`config.mk`:
```
export PLATFORM = sky130hd
export DESIGN_NAME = rgb_to_terminal_palette_index_core
export DESIGN_NICKNAME = d
export VERILOG_FILES = /design/src/sv/rtpi_pkg.sv /design/src/sv/rtpi_classify.sv /design/src/sv/rtpi_index.sv /design/src/sv/rgb_to_terminal_palette_index_core.sv
export SDC_FILE = /design/constraint.sdc
export NUM_CORES = 1
export LEC_CHECK = 0
export BUFFER_PORTS_ARGS = -buffer_cell sky130_fd_sc_hd__buf_2
export CORE_MARGIN = 4
export CORE_UTILIZATION = 35
export CTS_BUF_LIST = sky130_fd_sc_hd__clkbuf_2 sky130_fd_sc_hd__clkbuf_4 sky130_fd_sc_hd__clkbuf_8
export DETAILED_ROUTE_END_ITERATION = 8
export SLEW_MARGIN = 0
export SYNTH_ARGS = -nofsm -noshare
export SYNTH_HDL_FRONTEND = slang
export SYNTH_SLANG_ARGS = --single-unit
```
`constraint.sdc`:
```
create_clock -name clock -period 5.44 [get_ports clock]
set_clock_uncertainty 0.1 [all_clocks]
set_input_delay 0.816 -clock clock [delete_from_list [all_inputs] [get_ports clock]]
set_output_delay 0.816 -clock clock [all_outputs]
set_load 0.01 [all_outputs]
```
`src/sv/rtpi_pkg.sv`:
```
// ----------------------------------------------------------------------------
// RGB to terminal palette index: shared package
// Palette mode codes, threshold tables and the words passed between stages.
// ----------------------------------------------------------------------------
package rtpi_pkg;

   // Palette mode codes held in the configuration register.
   localparam logic [2:0] MODE_8     = 3'd0;
   localparam logic [2:0] MODE_16    = 3'd1;
   localparam logic [2:0] MODE_88    = 3'd2;
   localparam logic [2:0] MODE_256   = 3'd3;
   localparam logic [2:0] MODE_RESET = MODE_256;

   // Grey ramp detection window.
   localparam logic [7:0] GREY_LOW  = 8'd8;
   localparam logic [7:0] GREY_HIGH = 8'd238;
   localparam logic [7:0] MID_GREY  = 8'd128;
   localparam logic [7:0] FULL      = 8'd255;

   // Palette base indices.
   localparam logic [8:0] CUBE_BASE     = 9'd16;
   localparam logic [8:0] GREY88_BASE   = 9'd80;
   localparam logic [8:0] GREY256_BASE  = 9'd232;
   localparam logic [8:0] BRIGHT_BASE   = 9'd8;
   localparam logic [8:0] INDEX_INVALID = 9'h1FF;
   localparam logic [8:0] PAIR_INVALID  = 9'd0;

   // Grey ramp step counts: the 88-color ramp holds 7 steps above its base
   // (the eighth is clamped away), the 256-color ramp holds 23.
   localparam int GREY88_STEPS  = 7;
   localparam int GREY256_STEPS = 23;

   // Smallest red level that reaches each ramp step. For the 88-color ramp
   // step k is reached when 16r + 238 >= 476k; for the 256-color ramp when
   // 24r >= 238k.
   localparam logic [7:0] GREY88_STEP [GREY88_STEPS] = '{
      8'd15, 8'd45, 8'd75, 8'd105, 8'd134, 8'd164, 8'd194
   };
   localparam logic [7:0] GREY256_STEP [GREY256_STEPS] = '{
      8'd10,  8'd20,  8'd30,  8'd40,  8'd50,  8'd60,  8'd70,  8'd80,
      8'd90,  8'd100, 8'd110, 8'd119, 8'd129, 8'd139, 8'd149, 8'd159,
      8'd169, 8'd179, 8'd189, 8'd199, 8'd209, 8'd219, 8'd229
   };

   // One pixel word with the palette mode that was active when it came in.
   typedef struct packed {
      logic [7:0] red;
      logic [7:0] green;
      logic [7:0] blue;
      logic [2:0] mode;
   } pixel_type;

   // Per-pixel classification handed from the classify stage to the index stage.
   typedef struct packed {
      logic [2:0]                 mode;
      logic                       grey;
      logic                       mid_grey;
      logic                       bright;
      logic [2:0]                 basic;
      logic [1:0]                 lvl4_red;
      logic [1:0]                 lvl4_green;
      logic [1:0]                 lvl4_blue;
      logic [2:0]                 lvl6_red;
      logic [2:0]                 lvl6_green;
      logic [2:0]                 lvl6_blue;
      logic [GREY88_STEPS-1:0]    therm88;
      logic [GREY256_STEPS-1:0]   therm256;
   } class_type;

   // Cube level for a 4-level cube: max(floor(4c/255) - 1, 0).
   function automatic logic [1:0] cube_level4(input logic [7:0] c);
      logic [1:0] lvl;
      if (c == FULL)         lvl = 2'd3;
      else if (c >= 8'd192)  lvl = 2'd2;
      else if (c >= 8'd128)  lvl = 2'd1;
      else                   lvl = 2'd0;
      return lvl;
   endfunction

   // Cube level for a 6-level cube: max(floor(6c/255) - 1, 0).
   function automatic logic [2:0] cube_level6(input logic [7:0] c);
      logic [2:0] lvl;
      if (c == FULL)         lvl = 3'd5;
      else if (c >= 8'd213)  lvl = 3'd4;
      else if (c >= 8'd170)  lvl = 3'd3;
      else if (c >= 8'd128)  lvl = 3'd2;
      else if (c >= 8'd85)   lvl = 3'd1;
      else                   lvl = 3'd0;
      return lvl;
   endfunction

endpackage

```
`src/sv/rtpi_classify.sv`:
```
// ----------------------------------------------------------------------------
// RGB to terminal palette index: classify stage
// Compares each channel against the cube and grey ramp thresholds and
// registers the resulting flags, levels and thermometer codes.
// ----------------------------------------------------------------------------
module rtpi_classify
   import rtpi_pkg::*;
(
   input  logic      clock,
   input  logic      reset,
   input  logic      in_valid,
   output logic      in_ready,
   input  pixel_type in_pixel,
   output logic      out_valid,
   input  logic      out_ready,
   output class_type out_class
);

   logic      valid_ff;
   logic      valid_in;
   class_type class_ff;
   class_type class_in;
   logic      black;
   logic      all_edge;

   // The stage moves on when it is empty or its word is being taken.
   assign in_ready = !valid_ff || out_ready;
   assign valid_in = in_ready ? in_valid : valid_ff;

   // Channel classification.
   always_comb begin
      black    = (in_pixel.red == 8'd0) && (in_pixel.green == 8'd0) &&
                 (in_pixel.blue == 8'd0);
      all_edge = ((in_pixel.red == 8'd0) || (in_pixel.red == FULL)) &&
                 ((in_pixel.green == 8'd0) || (in_pixel.green == FULL)) &&
                 ((in_pixel.blue == 8'd0) || (in_pixel.blue == FULL));

      class_in.mode       = in_pixel.mode;
      class_in.grey       = (in_pixel.red >= GREY_LOW) && (in_pixel.red <= GREY_HIGH) &&
                            (in_pixel.red == in_pixel.green) &&
                            (in_pixel.red == in_pixel.blue);
      class_in.mid_grey   = (in_pixel.red == MID_GREY) && (in_pixel.green == MID_GREY) &&
                            (in_pixel.blue == MID_GREY);
      class_in.bright     = all_edge && !black;
      class_in.basic      = {in_pixel.blue != 8'd0, in_pixel.green != 8'd0,
                             in_pixel.red != 8'd0};
      class_in.lvl4_red   = cube_level4(in_pixel.red);
      class_in.lvl4_green = cube_level4(in_pixel.green);
      class_in.lvl4_blue  = cube_level4(in_pixel.blue);
      class_in.lvl6_red   = cube_level6(in_pixel.red);
      class_in.lvl6_green = cube_level6(in_pixel.green);
      class_in.lvl6_blue  = cube_level6(in_pixel.blue);

      // Grey ramp steps as thermometer codes; each bit is one compare.
      for (int k = 0; k < GREY88_STEPS; k++) begin
         class_in.therm88[k] = in_pixel.red >= GREY88_STEP[k];
      end
      for (int k = 0; k < GREY256_STEPS; k++) begin
         class_in.therm256[k] = in_pixel.red >= GREY256_STEP[k];
      end
   end

   // Stage registers.
   always_ff @(posedge clock) begin
      if (reset) begin
         valid_ff <= 1'b0;
      end else begin
         valid_ff <= valid_in;
      end
   end

   always_ff @(posedge clock) begin
      if (in_ready && in_valid) begin
         class_ff <= class_in;
      end
   end

   assign out_valid = valid_ff;
   assign out_class = class_ff;

endmodule

```
`src/sv/rtpi_index.sv`:
```
// ----------------------------------------------------------------------------
// RGB to terminal palette index: index stage
// Forms the palette index and pair number from the classified pixel and
// holds them in the output register.
// ----------------------------------------------------------------------------
module rtpi_index
   import rtpi_pkg::*;
(
   input  logic              clock,
   input  logic              reset,
   input  logic              in_valid,
   output logic              in_ready,
   input  class_type         in_class,
   output logic              out_valid,
   input  logic              out_ready,
   output logic signed [8:0] out_color_index,
   output logic        [8:0] out_color_pair
);

   logic       valid_ff;
   logic       valid_in;
   logic [8:0] index_ff;
   logic [8:0] index_in;
   logic [8:0] pair_ff;
   logic [8:0] pair_in;
   logic [8:0] cube88;
   logic [8:0] cube256;
   logic [8:0] grey88;
   logic [8:0] grey256;
   logic [8:0] basic_idx;

   assign in_ready = !valid_ff || out_ready;
   assign valid_in = in_ready ? in_valid : valid_ff;

   // Candidate indices for every palette, then a select by mode.
   always_comb begin
      basic_idx = {6'd0, in_class.basic};
      cube88    = CUBE_BASE + {7'd0, in_class.lvl4_blue} +
                  {5'd0, in_class.lvl4_green, 2'd0} +
                  {3'd0, in_class.lvl4_red, 4'd0};
      cube256   = CUBE_BASE + {6'd0, in_class.lvl6_blue} +
                  ({6'd0, in_class.lvl6_green} * 9'd6) +
                  ({6'd0, in_class.lvl6_red} * 9'd36);
      grey88    = GREY88_BASE + 9'($countones(in_class.therm88));
      grey256   = GREY256_BASE + 9'($countones(in_class.therm256));

      unique case (in_class.mode)
         MODE_8: begin
            index_in = basic_idx;
         end
         MODE_16: begin
            if (in_class.mid_grey)    index_in = BRIGHT_BASE;
            else if (in_class.bright) index_in = BRIGHT_BASE + basic_idx;
            else                      index_in = basic_idx;
         end
         MODE_88: begin
            index_in = in_class.grey ? grey88 : cube88;
         end
         MODE_256: begin
            index_in = in_class.grey ? grey256 : cube256;
         end
         default: begin
            index_in = INDEX_INVALID;
         end
      endcase

      // The pair number follows the index, zero for an unsupported size.
      pair_in = (index_in == INDEX_INVALID) ? PAIR_INVALID : index_in + 9'd1;
   end

   // Output register.
   always_ff @(posedge clock) begin
      if (reset) begin
         valid_ff <= 1'b0;
      end else begin
         valid_ff <= valid_in;
      end
   end

   always_ff @(posedge clock) begin
      if (in_ready && in_valid) begin
         index_ff <= index_in;
         pair_ff  <= pair_in;
      end
   end

   assign out_valid       = valid_ff;
   assign out_color_index = $signed(index_ff);
   assign out_color_pair  = pair_ff;

   // The pair number is zero exactly when the index is the invalid code.
   a_pair_zero : assert property (@(posedge clock) disable iff (reset)
      out_valid |-> ((out_color_pair == PAIR_INVALID) ==
                     (index_ff == INDEX_INVALID)))
      else $error("pair number zero does not match invalid index");

   // A valid index always has the next pair number.
   a_pair_next : assert property (@(posedge clock) disable iff (reset)
      (out_valid && (index_ff != INDEX_INVALID)) |->
         (out_color_pair == 9'(index_ff + 9'd1)))
      else $error("pair number is not index plus one");

   // A stalled result word stays in the output register.
   a_hold : assert property (@(posedge clock) disable iff (reset)
      (out_valid && !out_ready) |=> (out_valid && $stable(index_ff) && $stable(pair_ff)))
      else $error("stalled result word was lost or changed");

   // An unsupported mode never reaches the output as a real index.
   a_unsupported : assert property (@(posedge clock) disable iff (reset)
      (in_valid && in_ready && (in_class.mode != MODE_8) && (in_class.mode != MODE_16) &&
       (in_class.mode != MODE_88) && (in_class.mode != MODE_256)) |=>
         (index_ff == INDEX_INVALID))
      else $error("unsupported mode gave a palette index");

endmodule

```
`src/sv/rgb_to_terminal_palette_index_core.sv`:
```
// ----------------------------------------------------------------------------
// RGB to terminal palette index core
// Maps a 24-bit RGB pixel to an 8, 16, 88 or 256 color terminal palette
// index and its color pair number.
// ----------------------------------------------------------------------------
// Usage:
//   Pixels enter on the req_ channel (valid/ready) as red, green and blue
//   bytes. One result word per pixel leaves on the rsp_ channel (valid/ready)
//   with the signed palette index (-1 for an unsupported palette size) and
//   the pair number (index plus one, or zero).
//   csr_we with csr_wdata writes the palette mode: 0 = 8 colors, 1 = 16,
//   2 = 88, 3 = 256, anything else unsupported. Write it only while no pixel
//   is in flight; each pixel carries the mode it was accepted under.
//   The pipeline has three register stages: input, classify (threshold
//   compares), index (cube sums and select). A pixel passes the input,
//   classify and index registers in that order before it shows on rsp_;
//   one pixel per cycle is sustained while rsp_ready stays high.
//   Each stage holds its word while the next one is full and stalled, so a
//   receiver stall backs up through req_ready without loss or repeats.
//   Reset empties all stages and sets the mode to 256 colors.
// ----------------------------------------------------------------------------
module rgb_to_terminal_palette_index_core
   import rtpi_pkg::*;
(
   input  logic              clock,
   input  logic              reset,
   input  logic              req_valid,
   output logic              req_ready,
   input  logic        [7:0] req_red,
   input  logic        [7:0] req_green,
   input  logic        [7:0] req_blue,
   output logic              rsp_valid,
   input  logic              rsp_ready,
   output logic signed [8:0] rsp_color_index,
   output logic        [8:0] rsp_color_pair,
   input  logic              csr_we,
   input  logic        [2:0] csr_wdata
);

   logic      mode_ff;
   logic [2:0] palette_mode_ff;
   logic      in_valid_ff;
   logic      in_valid_in;
   pixel_type pixel_ff;
   logic      cls_ready;
   logic      cls_valid;
   logic      idx_ready;
   class_type cls_word;

   // Palette mode register.
   always_ff @(posedge clock) begin
      if (reset) begin
         palette_mode_ff <= MODE_RESET;
      end else if (csr_we) begin
         palette_mode_ff <= csr_wdata;
      end
   end

   // Input stage: captures the pixel word with the active mode.
   assign req_ready   = !in_valid_ff || cls_ready;
   assign in_valid_in = req_ready ? req_valid : in_valid_ff;

   always_ff @(posedge clock) begin
      if (reset) begin
         in_valid_ff <= 1'b0;
      end else begin
         in_valid_ff <= in_valid_in;
      end
   end

   always_ff @(posedge clock) begin
      if (req_valid && req_ready) begin
         pixel_ff.red   <= req_red;
         pixel_ff.green <= req_green;
         pixel_ff.blue  <= req_blue;
         pixel_ff.mode  <= palette_mode_ff;
      end
   end

   // Pipeline marker: set once any pixel has ever been accepted.
   always_ff @(posedge clock) begin
      if (reset) begin
         mode_ff <= 1'b0;
      end else if (req_valid && req_ready) begin
         mode_ff <= 1'b1;
      end
   end

   rtpi_classify u_classify (
      .clock     (clock),
      .reset     (reset),
      .in_valid  (in_valid_ff),
      .in_ready  (cls_ready),
      .in_pixel  (pixel_ff),
      .out_valid (cls_valid),
      .out_ready (idx_ready),
      .out_class (cls_word)
   );

   rtpi_index u_index (
      .clock           (clock),
      .reset           (reset),
      .in_valid        (cls_valid),
      .in_ready        (idx_ready),
      .in_class        (cls_word),
      .out_valid       (rsp_valid),
      .out_ready       (rsp_ready),
      .out_color_index (rsp_color_index),
      .out_color_pair  (rsp_color_pair)
   );

   // No result word can appear before any pixel word was taken.
   a_no_phantom : assert property (@(posedge clock) disable iff (reset)
      rsp_valid |-> mode_ff)
      else $error("result word without any accepted pixel word");

   // Right after reset the pipeline is empty.
   a_empty_after_reset : assert property (@(posedge clock)
      reset |=> (!rsp_valid && !in_valid_ff && !cls_valid))
      else $error("pipeline not empty after reset");

   // An empty input stage always takes a pixel word.
   a_empty_takes : assert property (@(posedge clock) disable iff (reset)
      !in_valid_ff |-> req_ready)
      else $error("empty input stage refused a pixel word");

endmodule

```
==> run metrics, run 1 <==
antenna violations before repair=0; post-route ant nets=0; DP Area=~6600 um^2; CP top delay family=adder cells; period utilization=100%; VDD IR max=207 uV; post-synthesis cell count=roughly 520; overall power=around 2.3 mW; Tmin final=roughly 5.5 ns; Reg power frac=a little over two fifths; clk_lat worst skew=0.40 ns; Synth top area share=about half; core area=around 17000 um^2; yosys warns=0; H-tree depth=3; Design Area, Final=approximately 6900 um^2; # port buffers=51; Die Y-Extent=140 um; Crit Path Category=reg -> reg; final hold viol count=0; die area=between 15000 and 20000 um^2; Req. time, crit path=~5.6 ns; Residual DRC=0; via count=4029; clk buf depth=2; maxcap violations=0; ys async rst share=0%; syn_area_per_cell=between 10 and 15 um^2; max_slew headroom=between 50% and 60%; Rows=47; cells along the critical path=ha_1 > inv_2 > fa_1 > inv_1 > fa_1 > fa_1 > fa_1 > ha_2 > fa_2 > a21o_1 > a21o_1 > ha_1 > nand3b_1 > a21oi_2 > a21oi_4 > o211a_1 > and4_4 > and2_4 > ha_4 > buf_8 > nor3_4; clock sink count=between 100 and 150; violated checks=negative setup slack; Net Sw Frac=about a third; Combinational Power Share=between 30% and 40%; pin count of the biggest net entering global routing=55; post-synthesis register bit count=around 110; cell mode on critical path=fa_1; Int Power=1.51 mW; initial DRC count=~550; vias in the first global route=roughly 4000; register area share after synthesis=between 50% and 60%; Clk pwr share=about 22%; Remaining Overflow, GRT=0; Total GRT Usage=approximately 12%; Worst path slowest cell=fa_1; DR WL/cell=approximately 15 um; status=finished, violations left; Main synth FF type=edfxtp_1; Crit path buffers/inverters=3; worst-path maximum fanout=8; HP Class=reg -> reg; Num CTS Buffers=9; RSZ-0062 raised after global routing=true; Final Non-Filler Cells=around 800; most frequent cells in the layout=edfxtp_1 (99), inv_1 (62), buf_2 (51); post-synth cell types=69; Post-synth EDFFs=slightly below 100; Final nets=670; Final Slew Violations=0; DP Wirelength=8.80 mm; Post-Place Cells=between 700 and 800; final setup fails=3; WP data arrival=about 5.6 ns; # diodes=0; Starting Density=36.1%; area leader, netlist=edfxtp_1; Pwr Density=between 300 and 400 nW/um^2; hold slack=0.316 ns; first-pass GRT wire length=approximately 19 mm; first-pass detailed-route iteration total=5; Worst path max stage delay=between 0.5 and 0.6 ns; Post-Route WL=between 10 and 15 mm; switching power=0.773 mW; most common cell after layout, fill and taps aside=edfxtp_1; clock root cell=clkbuf_8; top post-synthesis cells by area=edfxtp_1 (49%), ha_1 (7.8%), fa_1 (7.6%); Vias per Instance=5.02; CTS tree=built; leakage=around 2.7 nW; Tightest Pin Transition=approximately 0.7 ns; final core occ=a little over 40%; fraction of layout cells with a size suffix above 1=around a fifth; CP startpoint kind=register; setup TNS=-0.0393 ns; FMAX=between 0.15 and 0.2 GHz; GPL Wtd Cong=0.883; Layout area overhead=13.5%; chip width=roughly 140 um; Post-Syn Area=between 6000 and 7000 um^2; Synth Net Count=around 620; # IOs=52; Place WS=-0.214 ns; Worst Slack Setup Final=-0.0177 ns; Fillers=around 1600; clk slew on worst S/H paths=approximately 0.12 ns; crit end category=register
power by group through the flow:
| stage | sequential [mW] | clock, mW | combinational [mW] |
|---|---|---|---|
| final | 1.00 | 0.500 | 0.782 |
| after global routing | 1.01 | 0.548 | 0.884 |
| after CTS | 1.00 | 0.520 | 0.783 |
| after detailed placement | 1.02 | 0 | 0.764 |
| after global placement | 1.02 | 0 | 0.755 |
| after floorplan | 0.994 | 0 | 0.562 |
Yosys cell counts (7+ instances only):
cell,count
nand3_1,10
a31oi_1,9
a21oi_1,30
edfxtp_1,99
a21o_1,8
nor3_1,15
fa_1,23
ha_1,38
nand2b_1,7
nor2b_1,12
o21ai_0,21
nand2_1,29
inv_1,64
clkbuf_1,11
nor2_1,31
final cells by class:
type / instances / area [um^2] / share of cell area [%]
Sequential cell: 105 / 3090 / 45.0
Multi-Input combinational cell: 332 / 2690 / 39.1
Timing Repair Buffer: 64 / 360 / 5.24
Tap cell: 220 / 275 / 4.00
Inverter: 65 / 244 / 3.55
Clock buffer: 9 / 124 / 1.80
Clock inverter: 7 / 93.8 / 1.36
worst reg2reg max path, stage by stage, from the launching register on:
cell and delay (ns):
edfxtp_1 0.39, ha_1 0.30, inv_2 0.04, fa_1 0.50, inv_1 0.05, fa_1 0.47, fa_1 0.59, fa_1 0.43
ha_2 0.20, fa_2 0.34, a21o_1 0.17, a21o_1 0.16, ha_1 0.25, nand3b_1 0.17, a21oi_2 0.20, a21oi_4 0.04
o211a_1 0.12, and4_4 0.18, and2_4 0.16, ha_4 0.16, buf_8 0.14, nor3_4 0.16
what timing repair did:
action | 4_1_cts | 5_1_grt
gates resized for setup | 8 | 4
buffers inserted | 2 | 0
pin swaps | 17 | 14
setup endpoints to repair | 9 | 9
hold buffers | 0 | 0
worst paths after layout:
path                                                    startpoint                                      end  slack [ns]  cells past startpoint
worst max-delay path            u_classify.out_class[19]$_DFFE_PP_  u_index.out_color_pair[2]$_SDFFCE_PN0P_       -0.02                     21
worst min-delay path                         pixel_ff[0]$_DFFE_PP_       u_classify.out_class[51]$_DFFE_PP_        0.32                      0
worst max register to register  u_classify.out_class[19]$_DFFE_PP_  u_index.out_color_pair[2]$_SDFFCE_PN0P_       -0.02                     21
worst min register to register               pixel_ff[0]$_DFFE_PP_       u_classify.out_class[51]$_DFFE_PP_        0.32                      0
sequential cells by signal, summed over array words and instances (netlist names):
signal and cells:
u_index.out_color_index 9, u_classify.out_class 54, u_classify.out_valid 1, in_valid_ff 1, palette_mode_ff 3, pixel_ff 27, u_index.out_valid 1, u_index.out_color_pair 9
cells by family after synthesis:
kind of cell	count (synthesis)	share of synthesized area (%)
and+or+nand+nor	146	12.9
AOI/OAI and AO/OA	112	12.7
DFF	105	51.1
buffers and inverters	85	5.76
adders and majority gates	61	15.5
muxes	7	1.24
xor gates and xnor gates	6	0.868
metal layers:
layer / share of wire (%) / up-vias / track usage, %
li1: - / 1993 / -
met1: 46 / 1910 / 16.6
met2: 47 / 117 / 19.4
met3: 6.0 / 9 / 3.29
met4: 1.1 / 0 / 3.42
met5: 0 / - / 0
No activity file was read; power rests on OpenSTA's default activity.
==> run 2, diff against run 1 <==
clock period = 5.2 ns   (was 5.44 ns; I/O delays follow)
==> run 2 against run 1 <==
- the run still ends with negative setup slack left
- first-iteration DRC count down 41%
- via count down 0.22%
- design area up 0.24%
- largest power group unchanged
- highest routed layer unchanged
==> run metrics, run 2 (same netlist as run 1, synthesis figures left out) <==
met3 Track Usage GR=under 10%; period utilization=106%; Crit Path Category=reg -> reg; worst-path maximum fanout=4; Crit path buffers/inverters=3; Residual DRC=0; Tmin final=between 5 and 6 ns; post-route ant nets=0; cell mode on critical path=fa_1; DP Wirelength=9.19 mm; Worst Slack Setup Final=-0.323 ns; crit end category=register; vias in the first global route=4000; final hold viol count=0; core area=16800 um^2; violated checks=negative setup slack; RSZ-0062 raised after global routing=true; CP top delay family=adder cells; Worst path max stage delay=~0.55 ns; FMAX=~0.18 GHz; initial DRC count=between 300 and 400; Num CTS Buffers=9; setup TNS=-2.64 ns; DR WL/cell=about 15 um; fraction of layout cells with a size suffix above 1=between 20% and 30%; clock root cell=clkbuf_8; VDD IR max=approximately 180 uV; clk_lat worst skew=roughly 0.39 ns; Starting Density=between 30% and 40%; Die Y-Extent=140 um; status=finished, violations left; WP data arrival=5.64 ns; via count=around 4000; max FFs per register=between 50 and 60; HP Class=reg -> reg; GRT busiest layer=met2; Req. time, crit path=about 5.3 ns; clk slew on worst S/H paths=approximately 0.11 ns; die area=a little under 20000 um^2; clock sink count=roughly 110; overall power=approximately 2.4 mW; Post-Route WL=11.9 mm; grt met2 use=19.9%; Final Slew Violations=0; pin count of the biggest net entering global routing=55; Final nets=~680; Remaining Overflow, GRT=0; maxcap violations=0; max_slew headroom=54.1%; most frequent cells in the layout=edfxtp_1 (99), inv_1 (62), buf_2 (51); # IOs=52; Worst path slowest cell=fa_1; first-pass detailed-route iteration total=4; # diodes=0; Total GRT Usage=12.6%; CP startpoint kind=register; antenna violations before repair=0; chip width=between 100 and 150 um; H-tree depth=3; Vias per Instance=4.98; Tightest Pin Transition=around 0.7 ns; grt met1 use=about 17%; clk buf depth=2; Rows=47; Pwr Density=roughly 350 nW/um^2; # port buffers=approximately 50; CTS tree=built; GPL Wtd Cong=between 0.8 and 0.9; first-pass GRT wire length=a little under 20 mm; cells along the critical path=ha_1 > inv_2 > fa_1 > fa_1 > inv_1 > fa_1 > fa_1 > ha_2 > fa_2 > a21o_1 > a21o_1 > ha_1 > nand3b_1 > a21oi_2 > a21oi_4 > o211a_1 > and4_4 > and2_4 > ha_4 > buf_6 > nor3_2; Layout area overhead=13.8%; final setup fails=9; most common cell after layout, fill and taps aside=edfxtp_1; leakage=approximately 2.7 nW
[run 2: cell types whose count changed in the layout (fill, tap and decap cells not counted), sizes merged]
cell / delta
buf: +5
[run 2: path summary, 6_finish.rpt]
kind	startpoint	end	slack [ns]	cells past startpoint
worst max-delay path	u_classify.out_class[7]$_DFFE_PP_	u_index.out_color_pair[2]$_SDFFCE_PN0P_	-0.32	21
worst min-delay path	pixel_ff[0]$_DFFE_PP_	u_classify.out_class[51]$_DFFE_PP_	0.34	0
worst max register to register	u_classify.out_class[7]$_DFFE_PP_	u_index.out_color_pair[2]$_SDFFCE_PN0P_	-0.32	21
worst min register to register	pixel_ff[0]$_DFFE_PP_	u_classify.out_class[51]$_DFFE_PP_	0.34	0
[run 2: routing by layer]
metal	part of all wire, %	vias up
met5	0	-
met1	47	1910
met4	1.8	0
met2	47	99
li1	-	2001
met3	4.6	10
[run 2: area by class of cell]
type,count,area [um^2]
fill,1614,9870
sequential,105,3090
multi-input combinational,332,2680
timing repair buffer,69,394
tap,220,275
inverter,65,244
clock buffer,9,124
clock inverter,7,83.8
[run 2: where the power goes]
group          total (mW)  internal (mW)  switching, mW
logic               0.861          0.415          0.445
registers            1.05          0.993         0.0556
clock network       0.502          0.192          0.309
total                2.41           1.60          0.810
[run 2: what timing repair did]
action / CTS / global route
cloned: 0 / 0
hold buffers: 0 / 0
setup endpoints to repair: 9 / 9
pin swaps: 0 / 1
setup buffers: 0 / 2
resized for setup: 0 / 8
[run 2: through the flow]
step / setup slack (ns) / util (%) / instances / hold WS (ns) / instance area (um^2)
2_1_floorplan: -0.180 / - / 522 / 0.300 / 6090
3_3_place_gp: -0.201 / 39.7 / 789 / 0.308 / 6650
3_5_place_dp: -0.354 / 39.7 / 789 / 0.309 / 6650
4_1_cts: -0.368 / 40.9 / 805 / 0.338 / 6860
5_1_grt: -0.586 / 41.1 / 807 / 0.348 / 6890
6_report: -0.323 / 41.1 / 807 / 0.337 / 6890
[run 2: worst register-to-register path, cell delays in order (launching register included)]
cell and delay [ns]:
edfxtp_1 0.39, ha_1 0.30, inv_2 0.04, fa_1 0.50, fa_1 0.55, inv_1 0.05, fa_1 0.49, fa_1 0.44
ha_2 0.21, fa_2 0.35, a21o_1 0.18, a21o_1 0.17, ha_1 0.26, nand3b_1 0.16, a21oi_2 0.20, a21oi_4 0.04
o211a_1 0.15, and4_4 0.19, and2_4 0.16, ha_4 0.16, buf_6 0.13, nor3_2 0.15
==> run 3, diff against run 2 <==
SYNTH_HIERARCHICAL = 1   (was not set)
==> run 3 against run 2 <==
- the flow still finishes with violations (negative setup slack)
- area after synthesis shrank 2.2%
- synthesized cell count shrank 3.8%
- die area shrank 2.1%
- sequential share of layout area is the same
- worst hold slack lost 0.011 ns
- design area is the same
- combinational power shrank 25%
- register-to-register slack lost 0.34 ns
- critical endpoint is now u_index/out_color_pair[6]$_SDFFCE_PN0P_
- critical path depth grew 1
- non-clock buffer count grew 12
==> run metrics, run 3 <==
Net Sw Frac=approximately 29%; Worst path max stage delay=roughly 0.54 ns; HP Class=reg -> reg; max_slew headroom=28.3%; syn_area_per_cell=about 12 um^2; max FFs per register=54; Place WS=-0.716 ns; register area share after synthesis=~52%; post-synth cell types=67; Post-Syn Area=around 5900 um^2; clk slew on worst S/H paths=~0.11 ns; Min-Delay Endpoint=u_classify/out_class[51]$_DFFE_PP_; CP startpoint kind=register; Post-synth EDFFs=slightly below 100; clk buf depth=2; Reg2Reg Setup Slack=-0.67 ns; Final Non-Filler Cells=797; hold depth=0; maxcap violations=0; post-synthesis register bit count=roughly 110; vias in the first global route=just under 4000; overall power=around 2.2 mW; # diodes=0; Clk pwr share=between 20% and 30%; cells along the critical path=inv_2 > fa_1 > inv_2 > fa_1 > inv_2 > fa_1 > fa_1 > fa_1 > inv_1 > fa_2 > fa_2 > buf_4 > buf_4 > xnor2_2 > mux2_4 > o221a_4 > nor3_2 > and4_4 > and2_4 > ha_4 > buf_6 > nor3_2; H-tree depth=3; Final nets=approximately 650; initial DRC count=291; VDD IR max=about 200 uV; die area=19100 um^2; most frequent cells in the layout=edfxtp_1 (99), inv_1 (56), buf_2 (51); Req. time, crit path=about 5.2 ns; Layout area overhead=16.3%; Pwr Density=between 300 and 400 nW/um^2; Num CTS Buffers=9; Combinational Power Share=about 29%; first-pass GRT wire length=approximately 20 mm; RSZ-0062 raised after global routing=true; via count=3996; wire length on met3=between 700 and 800 um; clk_lat worst skew=0.38 ns; most common cell after layout, fill and taps aside=edfxtp_1; FF-to-FF path depth=22; crit end category=register; antenna violations before repair=0; yosys warns=6; GPL Wtd Cong=between 0.8 and 0.9; Post-Place Cells=772; post-route ant nets=0; Main synth FF type=edfxtp_1; met1 wire length=roughly 5.4 mm; Tmin final=between 5 and 6 ns; Vias per Instance=5.01; Residual DRC=0; clock sink count=between 100 and 150; Synth top area share=around half; Worst path slowest cell=fa_1; Crit Path Category=reg -> reg; Tightest Pin Transition=~1.1 ns; Remaining Overflow, GRT=0; worst-path maximum fanout=4; Int Power=between 1.5 and 2 mW; status=finished, violations left; WL met2=roughly 5.6 mm; top routing layer in use=met4; cell mode on critical path=fa_1; top-count cell post-synth=edfxtp_1; DP Wirelength=~8.6 mm; # port buffers=51; Total GRT Usage=12.6%; top post-synthesis cells by area=edfxtp_1 (50%), fa_1 (7.8%), ha_1 (4.6%); first-pass detailed-route iteration total=5; Reg2Reg Capture Point=u_index/out_color_pair[6]$_SDFFCE_PN0P_; Die Y-Extent=around 140 um; switching power=0.643 mW; ys async rst share=0%; DR WL/cell=approximately 15 um; Starting Density=~36%; final setup fails=10; FMAX=between 0.15 and 0.2 GHz; final hold viol count=0; clock root cell=clkbuf_8; chip width=138 um; leakage=approximately 2.7 nW; reg-to-reg critical path startpoint=u_classify/out_class[11]$_DFFE_PP_; Post-Route WL=11.8 mm; Synth Net Count=approximately 580; post-synthesis cell count=~500; Rows=47; CTS tree=built; period utilization=113%; violated checks=negative setup slack; core area=16600 um^2; fraction of layout cells with a size suffix above 1=between 20% and 30%; pin count of the biggest net entering global routing=55; Reg power frac=around 47%; # IOs=52; commonest cells in the netlist=edfxtp_1 (99), inv_1 (60), nor2_1 (27); Final Slew Violations=0; area leader, netlist=edfxtp_1; Worst Slack Setup Final=-0.668 ns; HP Start=pixel_ff[0]$_DFFE_PP_; WP data arrival=5.90 ns
-- run 3: cell count changes after synthesis, sizes merged, moves of 5 or more --
cell    change
a21boi      +6
a21oi      -13
and2        +7
buf         +5
ha         -16
nand2       -5
o21bai      +5
-- run 3: per-stage QoR --
stage / setup TNS, ns / util, % / area [um^2] / hold WS (ns)
after floorplan: -4.71 / - / 5990 / 0.300
after global placement: -5.35 / 39.5 / 6540 / 0.306
after detailed placement: -6.05 / 39.5 / 6540 / 0.306
after CTS: -5.73 / 40.9 / 6780 / 0.330
after global routing: -7.86 / 41.6 / 6890 / 0.340
final: -6.08 / 41.6 / 6890 / 0.327
-- run 3: logic make-up after synthesis --
logic type / count (synthesis) / share of synthesized area (%)
buffers and inverters: 82 / 5.98
and+or+nand+nor: 146 / 13.6
xor gates and xnor gates: 12 / 1.77
muxes: 7 / 1.25
adders and majority gates: 45 / 12.4
AOI/OAI and AO/OA: 105 / 12.8
DFF: 105 / 52.2
-- run 3: worst max-delay path by stage --
stage | endpoint | slack [ns] | from | cells after the start
after floorplan | u_index/out_color_pair[3]$_SDFFCE_PN0P_ | -0.53 | u_classify/out_class[11]$_DFFE_PP_ | 22
after global placement | u_index/out_color_pair[8]$_SDFFCE_PN0P_ | -0.64 | u_classify/out_class[11]$_DFFE_PP_ | 21
after detailed placement | u_index/out_color_pair[8]$_SDFFCE_PN0P_ | -0.72 | u_classify/out_class[11]$_DFFE_PP_ | 21
after CTS | u_index/out_color_pair[8]$_SDFFCE_PN0P_ | -0.65 | u_classify/out_class[11]$_DFFE_PP_ | 21
after global routing | u_index/out_color_pair[6]$_SDFFCE_PN0P_ | -0.83 | u_classify/out_class[11]$_DFFE_PP_ | 22
final | u_index/out_color_pair[6]$_SDFFCE_PN0P_ | -0.67 | u_classify/out_class[11]$_DFFE_PP_ | 22
-- run 3: power groups by stage --
stage                     clock network (mW)  registers (mW)  logic (mW)
after detailed placement                   0            1.04       0.575
final                                  0.527            1.02       0.646
after global placement                     0            1.04       0.555
after CTS                              0.545            1.02       0.584
after global routing                   0.582            1.03       0.728
after floorplan                            0            1.02       0.406
-- run 3: repair_timing --
| item | in CTS | in global routing |
|---|---|---|
| gates resized for setup | 1 | 20 |
| hold buffers | 0 | 0 |
| pin swaps | 6 | 6 |
| buffers inserted | 3 | 7 |
| endpoints found under the setup margin | 10 | 13 |
-- run 3: metal layers --
layer / global-route usage (%) / up-vias
met5: 0 / -
met4: 3.74 / 0
met3: 3.56 / 4
met2: 20.2 / 121
met1: 16.7 / 1927
li1: - / 1944
-- run 3: cell type report --
| class | instances | area, um^2 |
|---|---|---|
| clock buffers | 10 | 138 |
| clock inverters | 6 | 71.3 |
| fillers | 1626 | 9690 |
| inverters | 60 | 228 |
| multi-input cells | 315 | 2590 |
| flip-flops and latches | 105 | 3090 |
| well taps | 220 | 275 |
| repair buffers | 81 | 495 |
-- run 3: critical path, delay by kind of cell (launching register included) --
family / cells / cell delay (ns)
AOI/OAI and AO/OA: 1 / 0.26
xor gates and xnor gates: 1 / 0.12
adders and majority gates: 8 / 3.32
buffers and inverters: 7 / 0.56
DFF: 1 / 0.36
muxes: 1 / 0.26
and+or+nand+nor: 4 / 0.64
